==> src/rtl/nms_pkg.sv <==
// Types, register indexes and state records shared by the navigation mode sequencer.
package nms_pkg;

  localparam int unsigned CfgIndexWidth = 3;
  localparam int unsigned CfgDataWidth  = 16;
  localparam int unsigned ThreshWidth   = 15;
  localparam int unsigned TimeoutWidth  = 16;
  localparam int unsigned VelWidth      = 16;
  localparam int unsigned MagWidth      = VelWidth + 1;
  localparam int unsigned StampWidth    = 32;

  localparam logic [CfgIndexWidth-1:0] REG_STUCK_ENABLE        = 3'd0;
  localparam logic [CfgIndexWidth-1:0] REG_SPIN_STOP_SPEED_MAX = 3'd1;
  localparam logic [CfgIndexWidth-1:0] REG_TRACK_STOP_RATE_MAX = 3'd2;
  localparam logic [CfgIndexWidth-1:0] REG_IDLE_STOP_SPEED_MAX = 3'd3;
  localparam logic [CfgIndexWidth-1:0] REG_IDLE_STOP_RATE_MAX  = 3'd4;
  localparam logic [CfgIndexWidth-1:0] REG_STOP_TIMEOUT_MS     = 3'd5;
  localparam logic [CfgIndexWidth-1:0] REG_REVERSE_TIME_MS     = 3'd6;

  typedef enum logic [2:0] {
    MODE_IDLE     = 3'd0,
    MODE_TRACK    = 3'd1,
    MODE_SPIN     = 3'd2,
    MODE_STOP     = 3'd3,
    MODE_HOLD     = 3'd4,
    MODE_REVERSE  = 3'd5,
    MODE_RECOVERY = 3'd6
  } mode_e;

  typedef enum logic [1:0] {
    DEST_IDLE  = 2'd0,
    DEST_TRACK = 2'd1,
    DEST_SPIN  = 2'd2,
    DEST_HOLD  = 2'd3
  } dest_e;

  typedef struct packed {
    logic                    stuck_enable;
    logic [ThreshWidth-1:0]  spin_stop_speed_max;
    logic [ThreshWidth-1:0]  track_stop_rate_max;
    logic [ThreshWidth-1:0]  idle_stop_speed_max;
    logic [ThreshWidth-1:0]  idle_stop_rate_max;
    logic [TimeoutWidth-1:0] stop_timeout_ms;
    logic [TimeoutWidth-1:0] reverse_time_ms;
  } cfg_t;

  typedef struct packed {
    logic                       path_present;
    logic                       path_fresh;
    logic                       spin_wanted;
    logic                       spin_urgent;
    logic                       goal_fixed;
    logic                       stuck_seen;
    logic                       hazard_seen;
    logic                       goal_reached;
    logic                       recovery_safe;
    logic signed [VelWidth-1:0] linear_speed;
    logic signed [VelWidth-1:0] turn_rate;
    logic [StampWidth-1:0]      time_ms;
  } item_t;

  typedef struct packed {
    mode_e                 mode;
    dest_e                 stop_target;
    logic [StampWidth-1:0] stop_begin_ms;
    logic [StampWidth-1:0] reverse_begin_ms;
  } state_t;

endpackage

==> src/rtl/nms_step.sv <==
// Next-state and result logic for one planner tick of the mode sequencer.
module nms_step (
  input  nms_pkg::state_t st_i,
  input  nms_pkg::cfg_t   cfg_i,
  input  nms_pkg::item_t  item_i,
  output nms_pkg::state_t st_o,
  output logic            consume_o
);

  logic                                 stuck;
  logic                                 hazard;
  logic [nms_pkg::MagWidth-1:0]         speed_ext;
  logic [nms_pkg::MagWidth-1:0]         rate_ext;
  logic [nms_pkg::MagWidth-1:0]         speed_mag;
  logic [nms_pkg::MagWidth-1:0]         rate_mag;
  logic [nms_pkg::StampWidth-1:0]       stop_elapsed;
  logic [nms_pkg::StampWidth-1:0]       rev_elapsed;
  logic                                 stop_expired;
  logic                                 rev_expired;
  logic                                 stop_done;
  logic                                 spin_keep;
  nms_pkg::dest_e                       idle_or_hold;

  assign stuck  = item_i.stuck_seen & cfg_i.stuck_enable;
  assign hazard = item_i.hazard_seen & cfg_i.stuck_enable;

  // Sign-extend to 17 bits so that the most negative value has a magnitude.
  assign speed_ext = {item_i.linear_speed[nms_pkg::VelWidth-1], item_i.linear_speed};
  assign rate_ext  = {item_i.turn_rate[nms_pkg::VelWidth-1], item_i.turn_rate};
  assign speed_mag = speed_ext[nms_pkg::MagWidth-1] ? (~speed_ext + 1'b1) : speed_ext;
  assign rate_mag  = rate_ext[nms_pkg::MagWidth-1] ? (~rate_ext + 1'b1) : rate_ext;

  assign stop_elapsed = item_i.time_ms - st_i.stop_begin_ms;
  assign rev_elapsed  = item_i.time_ms - st_i.reverse_begin_ms;
  assign stop_expired = stop_elapsed > {16'd0, cfg_i.stop_timeout_ms};
  assign rev_expired  = rev_elapsed > {16'd0, cfg_i.reverse_time_ms};

  always_comb begin
    unique case (st_i.stop_target)
      nms_pkg::DEST_SPIN: begin
        stop_done = speed_mag < {2'b00, cfg_i.spin_stop_speed_max};
      end
      nms_pkg::DEST_TRACK: begin
        stop_done = rate_mag < {2'b00, cfg_i.track_stop_rate_max};
      end
      default: begin
        stop_done = (speed_mag < {2'b00, cfg_i.idle_stop_speed_max}) &&
                    (rate_mag < {2'b00, cfg_i.idle_stop_rate_max});
      end
    endcase
  end

  assign spin_keep    = item_i.spin_wanted &
                        (item_i.spin_urgent | (~item_i.path_present & ~item_i.goal_fixed));
  assign idle_or_hold = item_i.goal_fixed ? nms_pkg::DEST_HOLD : nms_pkg::DEST_IDLE;

  always_comb begin
    logic           go_stop;
    logic           go_rev;
    nms_pkg::dest_e dest;
    go_stop   = 1'b0;
    go_rev    = 1'b0;
    dest      = nms_pkg::DEST_IDLE;
    st_o      = st_i;
    consume_o = 1'b0;
    unique case (st_i.mode)
      nms_pkg::MODE_IDLE: begin
        if (hazard) begin
          consume_o = 1'b1;
          st_o.mode = nms_pkg::MODE_RECOVERY;
        end else if (item_i.path_fresh) begin
          st_o.mode = nms_pkg::MODE_TRACK;
        end else if (item_i.spin_wanted) begin
          st_o.mode = nms_pkg::MODE_SPIN;
        end
      end
      nms_pkg::MODE_TRACK: begin
        if (!item_i.path_present) begin
          go_stop = 1'b1;
          dest    = (item_i.spin_wanted && (item_i.spin_urgent || !item_i.goal_fixed))
                    ? nms_pkg::DEST_SPIN : idle_or_hold;
        end else if (stuck) begin
          go_rev = 1'b1;
        end else if (item_i.spin_wanted && item_i.spin_urgent) begin
          go_stop = 1'b1;
          dest    = nms_pkg::DEST_SPIN;
        end else if (item_i.goal_reached) begin
          go_stop = 1'b1;
          dest    = idle_or_hold;
        end
      end
      nms_pkg::MODE_SPIN: begin
        if (hazard) begin
          consume_o = 1'b1;
          st_o.mode = nms_pkg::MODE_RECOVERY;
        end else if (stuck) begin
          go_rev = 1'b1;
        end else if (!spin_keep) begin
          go_stop = 1'b1;
          dest    = item_i.path_present ? nms_pkg::DEST_TRACK : idle_or_hold;
        end
      end
      nms_pkg::MODE_STOP: begin
        if (stuck) begin
          go_rev = 1'b1;
        end else if (st_i.stop_target != nms_pkg::DEST_TRACK && item_i.path_fresh) begin
          st_o.mode = nms_pkg::MODE_TRACK;
        end else if (stop_done || stop_expired) begin
          unique case (st_i.stop_target)
            nms_pkg::DEST_IDLE: begin
              consume_o = 1'b1;
              st_o.mode = nms_pkg::MODE_IDLE;
            end
            nms_pkg::DEST_HOLD: begin
              consume_o = 1'b1;
              st_o.mode = nms_pkg::MODE_HOLD;
            end
            nms_pkg::DEST_SPIN: begin
              st_o.mode = nms_pkg::MODE_SPIN;
            end
            default: begin
              st_o.mode = nms_pkg::MODE_TRACK;
            end
          endcase
        end
      end
      nms_pkg::MODE_HOLD: begin
        if (stuck) begin
          go_rev = 1'b1;
        end else if (item_i.spin_wanted && item_i.spin_urgent) begin
          go_stop = 1'b1;
          dest    = nms_pkg::DEST_SPIN;
        end else if (item_i.path_fresh) begin
          st_o.mode = nms_pkg::MODE_TRACK;
        end
      end
      nms_pkg::MODE_REVERSE: begin
        if (rev_expired) begin
          consume_o = 1'b1;
          st_o.mode = nms_pkg::MODE_RECOVERY;
        end
      end
      nms_pkg::MODE_RECOVERY: begin
        if (item_i.path_fresh) begin
          st_o.mode = nms_pkg::MODE_TRACK;
        end else if (item_i.recovery_safe) begin
          st_o.mode = nms_pkg::MODE_IDLE;
        end
      end
      default: begin
        st_o.mode = nms_pkg::MODE_IDLE;
      end
    endcase
    if (go_stop) begin
      st_o.mode          = nms_pkg::MODE_STOP;
      st_o.stop_target   = dest;
      st_o.stop_begin_ms = item_i.time_ms;
    end
    if (go_rev) begin
      st_o.mode             = nms_pkg::MODE_REVERSE;
      st_o.reverse_begin_ms = item_i.time_ms;
    end
  end

endmodule

==> src/rtl/navigation_mode_sequencer.sv <==
// Top level of the navigation mode sequencer: tick register, mode state and result register.
//
// Usage: planner ticks enter on the input channel (in_valid_i / in_ready_o) with nine
// status flags, signed linear speed and turn rate, and a millisecond time stamp.
// Each tick gives exactly one result on the output channel (out_valid_o /
// out_ready_i): the mode after that tick and a consume-path flag.
// An accepted tick waits in the tick register and its result is then registered.
// One tick is accepted every cycle while results are taken; the mode update is a
// single compare-and-select pass between the tick register and the result register,
// with the mode state updated as the tick moves into the result register.
// When the receiver stalls, the result register holds; the tick register still
// takes one more tick, then in_ready_o drops until the result is taken.
// Configuration writes (cfg_we_i, cfg_index_i, cfg_wdata_i) take effect at once; the
// user makes them only while no tick is in flight; the block does not enforce this.
// Unknown indexes are ignored. Reset puts the block in idle mode with the idle stop
// destination, clears the start stamps and loads the default thresholds and timeouts.
module navigation_mode_sequencer (
  input  logic                                 clk_i,
  input  logic                                 rst_ni,
  input  logic                                 cfg_we_i,
  input  logic [nms_pkg::CfgIndexWidth-1:0]    cfg_index_i,
  input  logic [nms_pkg::CfgDataWidth-1:0]     cfg_wdata_i,
  input  logic                                 in_valid_i,
  output logic                                 in_ready_o,
  input  logic                                 in_path_present_i,
  input  logic                                 in_path_fresh_i,
  input  logic                                 in_spin_wanted_i,
  input  logic                                 in_spin_urgent_i,
  input  logic                                 in_goal_fixed_i,
  input  logic                                 in_stuck_seen_i,
  input  logic                                 in_hazard_seen_i,
  input  logic                                 in_goal_reached_i,
  input  logic                                 in_recovery_safe_i,
  input  logic signed [nms_pkg::VelWidth-1:0]  in_linear_speed_i,
  input  logic signed [nms_pkg::VelWidth-1:0]  in_turn_rate_i,
  input  logic [nms_pkg::StampWidth-1:0]       in_time_ms_i,
  output logic                                 out_valid_o,
  input  logic                                 out_ready_i,
  output logic [2:0]                           out_mode_o,
  output logic                                 out_consume_path_o
);

  nms_pkg::cfg_t   cfg_q;
  nms_pkg::item_t  item_d, item_q;
  logic            item_valid_q;
  nms_pkg::state_t st_q, st_d;
  logic            consume_d;
  logic            advance;
  logic            out_valid_q;
  logic [2:0]      out_mode_q;
  logic            out_consume_q;

  always_ff @(posedge clk_i or negedge rst_ni) begin
    if (!rst_ni) begin
      cfg_q.stuck_enable        <= 1'b1;
      cfg_q.spin_stop_speed_max <= 15'd100;
      cfg_q.track_stop_rate_max <= 15'd100;
      cfg_q.idle_stop_speed_max <= 15'd50;
      cfg_q.idle_stop_rate_max  <= 15'd50;
      cfg_q.stop_timeout_ms     <= 16'd2000;
      cfg_q.reverse_time_ms     <= 16'd1000;
    end else if (cfg_we_i) begin
      unique case (cfg_index_i)
        nms_pkg::REG_STUCK_ENABLE:        cfg_q.stuck_enable        <= cfg_wdata_i[0];
        nms_pkg::REG_SPIN_STOP_SPEED_MAX: cfg_q.spin_stop_speed_max <= cfg_wdata_i[14:0];
        nms_pkg::REG_TRACK_STOP_RATE_MAX: cfg_q.track_stop_rate_max <= cfg_wdata_i[14:0];
        nms_pkg::REG_IDLE_STOP_SPEED_MAX: cfg_q.idle_stop_speed_max <= cfg_wdata_i[14:0];
        nms_pkg::REG_IDLE_STOP_RATE_MAX:  cfg_q.idle_stop_rate_max  <= cfg_wdata_i[14:0];
        nms_pkg::REG_STOP_TIMEOUT_MS:     cfg_q.stop_timeout_ms     <= cfg_wdata_i;
        nms_pkg::REG_REVERSE_TIME_MS:     cfg_q.reverse_time_ms     <= cfg_wdata_i;
        default: begin
        end
      endcase
    end
  end

  // The held tick moves on whenever the result register is free or being emptied.
  assign advance    = item_valid_q && (!out_valid_q || out_ready_i);
  assign in_ready_o = !item_valid_q || advance;

  assign item_d = '{
    path_present:  in_path_present_i,
    path_fresh:    in_path_fresh_i,
    spin_wanted:   in_spin_wanted_i,
    spin_urgent:   in_spin_urgent_i,
    goal_fixed:    in_goal_fixed_i,
    stuck_seen:    in_stuck_seen_i,
    hazard_seen:   in_hazard_seen_i,
    goal_reached:  in_goal_reached_i,
    recovery_safe: in_recovery_safe_i,
    linear_speed:  in_linear_speed_i,
    turn_rate:     in_turn_rate_i,
    time_ms:       in_time_ms_i
  };

  always_ff @(posedge clk_i or negedge rst_ni) begin
    if (!rst_ni) begin
      item_valid_q <= 1'b0;
    end else if (in_ready_o) begin
      item_valid_q <= in_valid_i;
    end
  end

  always_ff @(posedge clk_i) begin
    if (in_valid_i && in_ready_o) begin
      item_q <= item_d;
    end
  end

  nms_step u_step (
    .st_i      (st_q),
    .cfg_i     (cfg_q),
    .item_i    (item_q),
    .st_o      (st_d),
    .consume_o (consume_d)
  );

  always_ff @(posedge clk_i or negedge rst_ni) begin
    if (!rst_ni) begin
      st_q.mode             <= nms_pkg::MODE_IDLE;
      st_q.stop_target      <= nms_pkg::DEST_IDLE;
      st_q.stop_begin_ms    <= '0;
      st_q.reverse_begin_ms <= '0;
    end else if (advance) begin
      st_q <= st_d;
    end
  end

  always_ff @(posedge clk_i or negedge rst_ni) begin
    if (!rst_ni) begin
      out_valid_q <= 1'b0;
    end else if (advance) begin
      out_valid_q <= 1'b1;
    end else if (out_ready_i) begin
      out_valid_q <= 1'b0;
    end
  end

  always_ff @(posedge clk_i) begin
    if (advance) begin
      out_mode_q    <= st_d.mode;
      out_consume_q <= consume_d;
    end
  end

  assign out_valid_o        = out_valid_q;
  assign out_mode_o         = out_mode_q;
  assign out_consume_path_o = out_consume_q;

  // The shown result always carries the mode the state register holds.
  assert property (@(posedge clk_i) disable iff (!rst_ni)
    out_valid_o |-> (out_mode_o == st_q.mode))
    else $error("result mode differs from state mode");

  // The path is consumed only on entry to idle, hold or recovery.
  assert property (@(posedge clk_i) disable iff (!rst_ni)
    (out_valid_o && out_consume_path_o) |->
      (out_mode_o == nms_pkg::MODE_IDLE || out_mode_o == nms_pkg::MODE_HOLD ||
       out_mode_o == nms_pkg::MODE_RECOVERY))
    else $error("consume flag with a mode that cannot consume");

  // The mode state moves only when a tick passes into the result register.
  assert property (@(posedge clk_i) disable iff (!rst_ni)
    !advance |=> $stable(st_q))
    else $error("mode state changed without a tick");

endmodule

==> config.mk <==
export PLATFORM = sky130hd
export DESIGN_NAME = navigation_mode_sequencer
export DESIGN_NICKNAME = d
export VERILOG_FILES = /design/src/rtl/nms_pkg.sv /design/src/rtl/nms_step.sv /design/src/rtl/navigation_mode_sequencer.sv
export SDC_FILE = /design/constraint.sdc
export NUM_CORES = 1
export LEC_CHECK = 0
export CORE_MARGIN = 3
export CORE_UTILIZATION = 50
export DETAILED_ROUTE_END_ITERATION = 12
export DONT_BUFFER_PORTS = 1
export GPL_TIMING_DRIVEN = 1
export SETUP_SLACK_MARGIN = 0.02
export SLEW_MARGIN = 25
export SYNTH_ARGS = -nofsm -noshare
export SYNTH_HDL_FRONTEND = slang
export SYNTH_SLANG_ARGS = --single-unit
==> constraint.sdc <==
create_clock -name clk_i -period 5.2 [get_ports clk_i]
set_input_delay 0.78 -clock clk_i [delete_from_list [all_inputs] [get_ports clk_i]]
set_output_delay 0.78 -clock clk_i [all_outputs]
set_load 0.05 [all_outputs]
==> impl_metrics.tcl, run 1 <==
set metrics [dict create \
    status "completed" \
    syn_nets 1922 \
    maxSlewHeadroom_pct 37.0 \
    end_kind "flip-flop" \
    ys_ff_latch 241 \
    clk_pin_slew_ns 0.06 \
    drive_gt1_share_pct 12.7 \
    cts_tree "built" \
    drtIter0Drc 861 \
    hpwl_mm 29.2 \
    die_x_um 185 \
    postLayoutCellArea_um2 17400 \
    max-vdd-ir-drop_mv 0.333 \
    area_delta_synth_final_pct 8.80 \
    ys_seq_area_share_pct 40.4 \
    cp-endpoint "out_mode_o[0]$_DFFE_PP_" \
    gpl.final_weighted_congestion 0.920 \
    drt_wl_total_mm 39.5 \
    antenna_found_initial 1 \
    synth_edf_count 77 \
    cp-startpoint "item_q[1]$_DFFE_PP_" \
    hold_path.class "primary input to async pin" \
    insertion_delay_ns 0.57 \
    syn_area_um2 16000 \
    fill_cells 2764 \
    fin_crit_ns 4.90 \
    critPathArrivalTime_ns 5.34 \
    fmax_mhz 204 \
    slew_violations 0 \
    slowest_stage "edfxtp_1" \
    grt_usage_pct 23.2 \
    crit_chain "buf_4, ha_1, nor2b_1, o31a_1, a41oi_4, nor2b_1, o21ai_0, a21o_1, a21oi_1, xnor2_1, ha_1, and4_1, a221oi_1, a22oi_2, nor4_2, nand3_1, nor4_2, nand4_1, nor4_4, a31oi_1, nand2b_1" \
    syn_area_per_cell_um2 9.58 \
    rows 64 \
    slowest_delay_ns 0.38 \
    grt-ovfl-total 0 \
    insertedDiodeCount 0 \
    clockBufferDepth 3 \
    die_area_um2 34100 \
    grt_pass1_wl_mm 63.0 \
    yosysWarnings 0 \
    boundaryPins 103 \
    p_total_uw 9800 \
    ys_types 91 \
    grt_pass1_vias 11700 \
    routedWlPerCell_um 19.0 \
    rsz0062_at_grt "yes" \
    multi_input_area_um2 8700 \
    postRouteAntennaNets 0 \
    tightest_slew_ns 0.941 \
    htree_levels 1 \
    dr.pass1.iters 8 \
    max-cap-violations 0 \
    syn_inst 1667 \
    skew_ns 0.0143 \
    core_area_um2 31100 \
    dieHeight_um 185 \
    worst_ep_required_time_ns 5.64 \
    post_dp_cell_area_um2 16300 \
    initial_core_util_pct 51.4 \
    cts_setup_buffers 0 \
    grt_max_degree 140 \
    regArea_um2 6450 \
    root_buffer "clkbuf_16" \
    nets 1914 \
    cp_max_fo 4 \
    period_share_pct 94.3 \
    io_buffers 0 \
    leakage_uw 0.00739 \
    vias 12000 \
    synth-async-reset-ratio_pct 68.0 \
    hold_viol 0 \
    cp-start-kind "flip-flop" \
    final_core_util_pct 55.9 \
    power.density_nw_per_um2 564 \
    finalSetupViolCount 0 \
    drcViolationCount 0 \
    rr_endpoint "out_mode_o[0]$_DFFE_PP_" \
    via_per_inst 5.80 \
    ff2ff_path_depth 21 \
    critPathKind "flip-flop to flip-flop" \
    cts_made_buffers 29 \
    cts_sinks 241 \
    final.setup.tns_ns 0 \
    r2r_start "item_q[1]$_DFFE_PP_" \
    ff2ff_setup_slack_ns 0.30 \
    synth_flop_cell "dfrtp_1" \
]
-- metal layers --
layer,up-vias,global-route usage (%),wire [µm]
met1,5726,32.4,18500
met3,60,4.46,2070
met5,-,0,11
li1,5988,-,-
met2,272,37.7,18000
met4,2,4.89,910
-- cells in the mapped netlist (5+ instances only) --
| library cell | n | area share [%] |
|---|---|---|
| nand2b_1 | 26 | 1.0 |
| a22oi_1 | 7 | 0.33 |
| nand4b_1 | 5 | 0.27 |
| o21a_1 | 7 | 0.33 |
| nand2_1 | 176 | 4.1 |
| dfrtp_1 | 139 | 22 |
| and2_1 | 11 | 0.43 |
| o41ai_1 | 6 | 0.33 |
| nor2_1 | 67 | 1.6 |
| xnor2_1 | 53 | 2.9 |
| o31ai_1 | 13 | 0.61 |
| mux2i_1 | 5 | 0.31 |
| xor2_1 | 14 | 0.77 |
| clkbuf_1 | 40 | 0.94 |
| edfxtp_1 | 77 | 14 |
| nand3b_1 | 6 | 0.28 |
| buf_6 | 7 | 0.49 |
| or3_1 | 10 | 0.39 |
| mux2_2 | 85 | 6.0 |
| a21o_1 | 18 | 0.85 |
| ha_1 | 156 | 12 |
| inv_1 | 180 | 4.2 |
| o21bai_1 | 8 | 0.38 |
| o211ai_1 | 17 | 0.80 |
| nand3_1 | 32 | 1.0 |
| dfstp_2 | 25 | 4.1 |
| nor3_1 | 25 | 0.78 |
| nor4_1 | 15 | 0.59 |
| and3_1 | 10 | 0.39 |
| nor2b_1 | 10 | 0.39 |
| a31oi_1 | 6 | 0.24 |
| o21ai_0 | 148 | 4.6 |
| a211oi_1 | 14 | 0.66 |
| nand4_1 | 29 | 1.1 |
| or4_1 | 6 | 0.28 |
| a21oi_1 | 113 | 3.5 |
-- cell families (layout without fill, tap and decap cells) --
| logic type | Yosys count | in the layout | synth area share, % |
|---|---|---|---|
| AO/OA/AOI/OAI | 423 | 423 | 17.1 |
| flip-flops | 241 | 241 | 40.4 |
| adder cells (fa/ha/maj) | 158 | 158 | 12.5 |
| AND/OR/NAND/NOR | 455 | 455 | 14.1 |
| XOR/XNOR | 67 | 67 | 3.67 |
| buffers and inverters | 232 | 247 | 5.82 |
| multiplexers | 91 | 91 | 6.38 |
-- layout by cell type (no fill, tap or decap), types with 7 or more instances in the layout --
| cell type | count |
|---|---|
| a211oi_1 | 14 |
| a21o_1 | 18 |
| a21oi_1 | 113 |
| and2_1 | 9 |
| and3_1 | 10 |
| buf_4 | 11 |
| clkbuf_16 | 29 |
| dfrtp_1 | 139 |
| dfstp_2 | 25 |
| edfxtp_1 | 77 |
| ha_1 | 156 |
| inv_1 | 180 |
| mux2_2 | 85 |
| nand2_1 | 176 |
| nand2b_1 | 26 |
| nand3_1 | 32 |
| nand4_1 | 29 |
| nor2_1 | 67 |
| nor2b_1 | 10 |
| nor3_1 | 23 |
| nor4_1 | 11 |
| o211ai_1 | 17 |
| o21a_1 | 7 |
| o21ai_0 | 148 |
| o21bai_1 | 8 |
| o31ai_1 | 13 |
| or3_1 | 10 |
| xnor2_1 | 53 |
| xor2_1 | 14 |
-- worst min-delay path by stage --
stage	end	cells after the start	start	slack, ns
final	cfg_q[3]$_DFFE_PN1P_	0	rst_ni	0.05
after global routing	cfg_q[79]$_DFFE_PN1P_	0	rst_ni	0.02
after CTS	cfg_q[23]$_DFFE_PN1P_	0	rst_ni	0.03
after detailed placement	st_q[1]$_DFFE_PN0P_	2	st_q[1]$_DFFE_PN0P_	0.47
after global placement	out_valid_o$_DFFE_PN0P_	1	item_valid_q$_DFFE_PN0N_	0.47
after floorplan	out_valid_o$_DFFE_PN0P_	1	item_valid_q$_DFFE_PN0N_	0.45
-- final cells by class --
type	instances	area share [%]
multi-input cells	1194	50.0
flip-flops and latches	241	37.1
clock buffers	37	4.58
inverters	180	3.89
well taps	396	2.85
clock inverters	17	0.785
repair buffers	13	0.749
-- flip-flops by register name, indices dropped and copies added (netlist names) --
name / count
item_valid_q: 1
out_valid_o: 1
out_consume_path_o: 1
st_q: 69
out_mode_o: 3
cfg_q: 93
item_q: 73
-- where the power goes --
group	internal (µW)	switching, µW
sequential	2480	315
combinational	2050	3000
clock	1140	820
total	5660	4140
-- through the flow --
step | setup slack [ns] | hold WS (ns) | std cells
2_1_floorplan | 0.555 | 0.449 | 1667
3_3_place_gp | 0.141 | 0.465 | 2022
3_5_place_dp | 0.0160 | 0.470 | 2022
4_1_cts | 0.0650 | 0.0263 | 2077
5_1_grt | -0.0252 | 0.0155 | 2078
6_report | 0.297 | 0.0482 | 2078
-- critical path, delay by kind of cell, from the launching register on --
kind	cells	cell delay (ns)
adder cells (fa/ha/maj)	2	0.56
XOR/XNOR	1	0.14
AND/OR/NAND/NOR	9	1.80
flip-flops	1	0.38
AO/OA/AOI/OAI	8	1.71
buffers and inverters	1	0.17
-- repair_timing --
item / in CTS / in global routing
endpoints found under the hold margin: 139 / 0
gates cloned: 0 / 0
endpoints found under the setup margin: 1 / 7
resized for setup: 1 / 12
pin swaps: 0 / 8
hold buffers: 1 / 0
Power figures use the tool's default switching activity.
==> run 2: changes to the inputs <==
CTS_BUF_LIST = sky130_fd_sc_hd__clkbuf_8   (was default)
PLACE_DENSITY = 0.7   (was default)
==> impl_metrics.tcl, run 2 (synthesis results as in run 1) <==
set metrics [dict create \
    insertedDiodeCount 0 \
    htree_levels 2 \
    power.density_nw_per_um2 568 \
    final.setup.tns_ns 0 \
    vias 12400 \
    io_buffers 0 \
    clockBufferDepth 3 \
    grt-ovfl-total 0 \
    nets 1933 \
    largest-register "cfg_q" \
    cts_sinks 241 \
    ff2ff_path_depth 22 \
    hold_path.class "primary input to async pin" \
    drive_gt1_share_pct 14.2 \
    hold_viol 0 \
    dr.pass1.iters 6 \
    core_area_um2 31100 \
    postRouteAntennaNets 0 \
    rr_endpoint "out_mode_o[0]$_DFFE_PP_" \
    drcViolationCount 0 \
    antenna_found_initial 0 \
    die_area_um2 34100 \
    fin_crit_ns 4.93 \
    p_total_uw 9930 \
    cts_tree "built" \
    max-vdd-ir-drop_mv 0.295 \
    rows 64 \
    maxSlewHeadroom_pct 33.0 \
    ff2ff_setup_slack_ns 0.27 \
    area_delta_synth_final_pct 9.43 \
    worst_ep_required_time_ns 5.66 \
    grt_max_degree 140 \
    insertion_delay_ns 0.60 \
    tightest_slew_ns 1.00 \
    cts_made_buffers 45 \
    fmax_mhz 203 \
    finalSetupViolCount 0 \
    skew_ns 0.0195 \
    cp_max_fo 4 \
    root_buffer "clkbuf_8" \
    via_per_inst 5.88 \
    dieHeight_um 185 \
    grt_pass1_wl_mm 63.5 \
    drtIter0Drc 833 \
    largest_registers "cfg_q x93, item_q x73, st_q x69" \
    final_common_cell "inv_1" \
    critPathArrivalTime_ns 5.39 \
    period_share_pct 94.9 \
    gpl.final_weighted_congestion 0.937 \
    boundaryPins 103 \
    final_core_util_pct 56.3 \
    routedWlPerCell_um 18.9 \
    leakage_uw 0.00750 \
    grt_pass1_vias 12100 \
    slew_violations 0 \
    r2r_start "item_q[1]$_DFFE_PP_" \
    clk_pin_slew_ns 0.06 \
    rsz0062_at_grt "no" \
    fill_cells 2740 \
    die_x_um 185 \
    status "completed" \
    critPathKind "flip-flop to flip-flop" \
    grt_usage_pct 23.3 \
    cp-startpoint "item_q[1]$_DFFE_PP_" \
    largest_reg_flops 93 \
    hpwl_mm 29.2 \
    mostFrequentLayoutCells "191 x inv_1, 176 x nand2_1, 156 x ha_1" \
    max-cap-violations 0 \
    cp-start-kind "flip-flop" \
    initial_core_util_pct 51.4 \
    end_kind "flip-flop" \
    drt_wl_total_mm 39.9 \
]
==> run 2: cell type report <==
| cell class | count | area (µm²) | area share [%] |
|---|---|---|---|
| Sequential cell | 241 | 6450 | 36.9 |
| Multi-Input combinational cell | 1194 | 8710 | 49.8 |
| Inverter | 180 | 676 | 3.87 |
| Clock inverter | 31 | 267 | 1.52 |
| Clock buffer | 53 | 729 | 4.17 |
| Tap cell | 396 | 495 | 2.83 |
| Timing Repair Buffer | 16 | 153 | 0.873 |
==> run 2: worst max-delay path by stage <==
| stage | cells after the start | end |
|---|---|---|
| after floorplan | 21 | out_mode_o[2]$_DFFE_PP_ |
| after global placement | 21 | out_mode_o[2]$_DFFE_PP_ |
| after detailed placement | 21 | out_mode_o[2]$_DFFE_PP_ |
| after CTS | 21 | out_mode_o[2]$_DFFE_PP_ |
| after global routing | 22 | out_mode_o[0]$_DFFE_PP_ |
| final | 22 | out_mode_o[0]$_DFFE_PP_ |
==> run 2: per-stage QoR <==
| step | setup slack [ns] | instances | hold WS, ns | instance area [µm²] |
|---|---|---|---|---|
| 2_1_floorplan | 0.555 | 1667 | 0.449 | 16000 |
| 3_3_place_gp | 0.130 | 2022 | 0.454 | 16300 |
| 3_5_place_dp | 0.00747 | 2022 | 0.467 | 16300 |
| 4_1_cts | 0.0609 | 2109 | 0.193 | 17400 |
| 5_1_grt | 0.00483 | 2111 | 0.223 | 17500 |
| 6_report | 0.266 | 2111 | 0.178 | 17500 |
==> run 2: report_power, final <==
part	switching [µW]	internal (µW)	total, µW
Sequential	322	2480	2800
Combinational	3050	2070	5120
Clock	860	1140	2000
==> run 2: critical path, cell delays in order (launching register included) <==
cell,delay (ns)
edfxtp_1,0.39
buf_4,0.17
ha_1,0.28
nor2b_1,0.14
o31a_1,0.31
o21ai_0,0.18
nand2b_1,0.10
a21oi_1,0.15
nor2_1,0.05
nor2_1,0.11
xnor2_1,0.18
ha_1,0.31
a2111oi_1,0.45
o21ai_1,0.18
o211ai_1,0.24
a22oi_2,0.15
nor4_2,0.19
nand3_1,0.16
nor4_4,0.32
nand4_1,0.20
nor4_4,0.32
a31oi_1,0.10
nand2b_1,0.11
==> run 2: metal layers <==
layer  track usage (%)  vias to the layer above  wire length [µm]
met5                 0                        -                 0
met4              8.16                        0              1300
met3              4.89                       87              2220
li1                  -                     6028                 -
met1              31.3                     5958             18000
met2              37.6                      348             18300
==> run 2: repair_timing <==
action,in CTS,in global routing
setup buffers,0,1
pin swaps,0,13
setup endpoints to repair,1,7
hold buffers,3,0
hold endpoints to repair,139,0
resized for setup,1,17
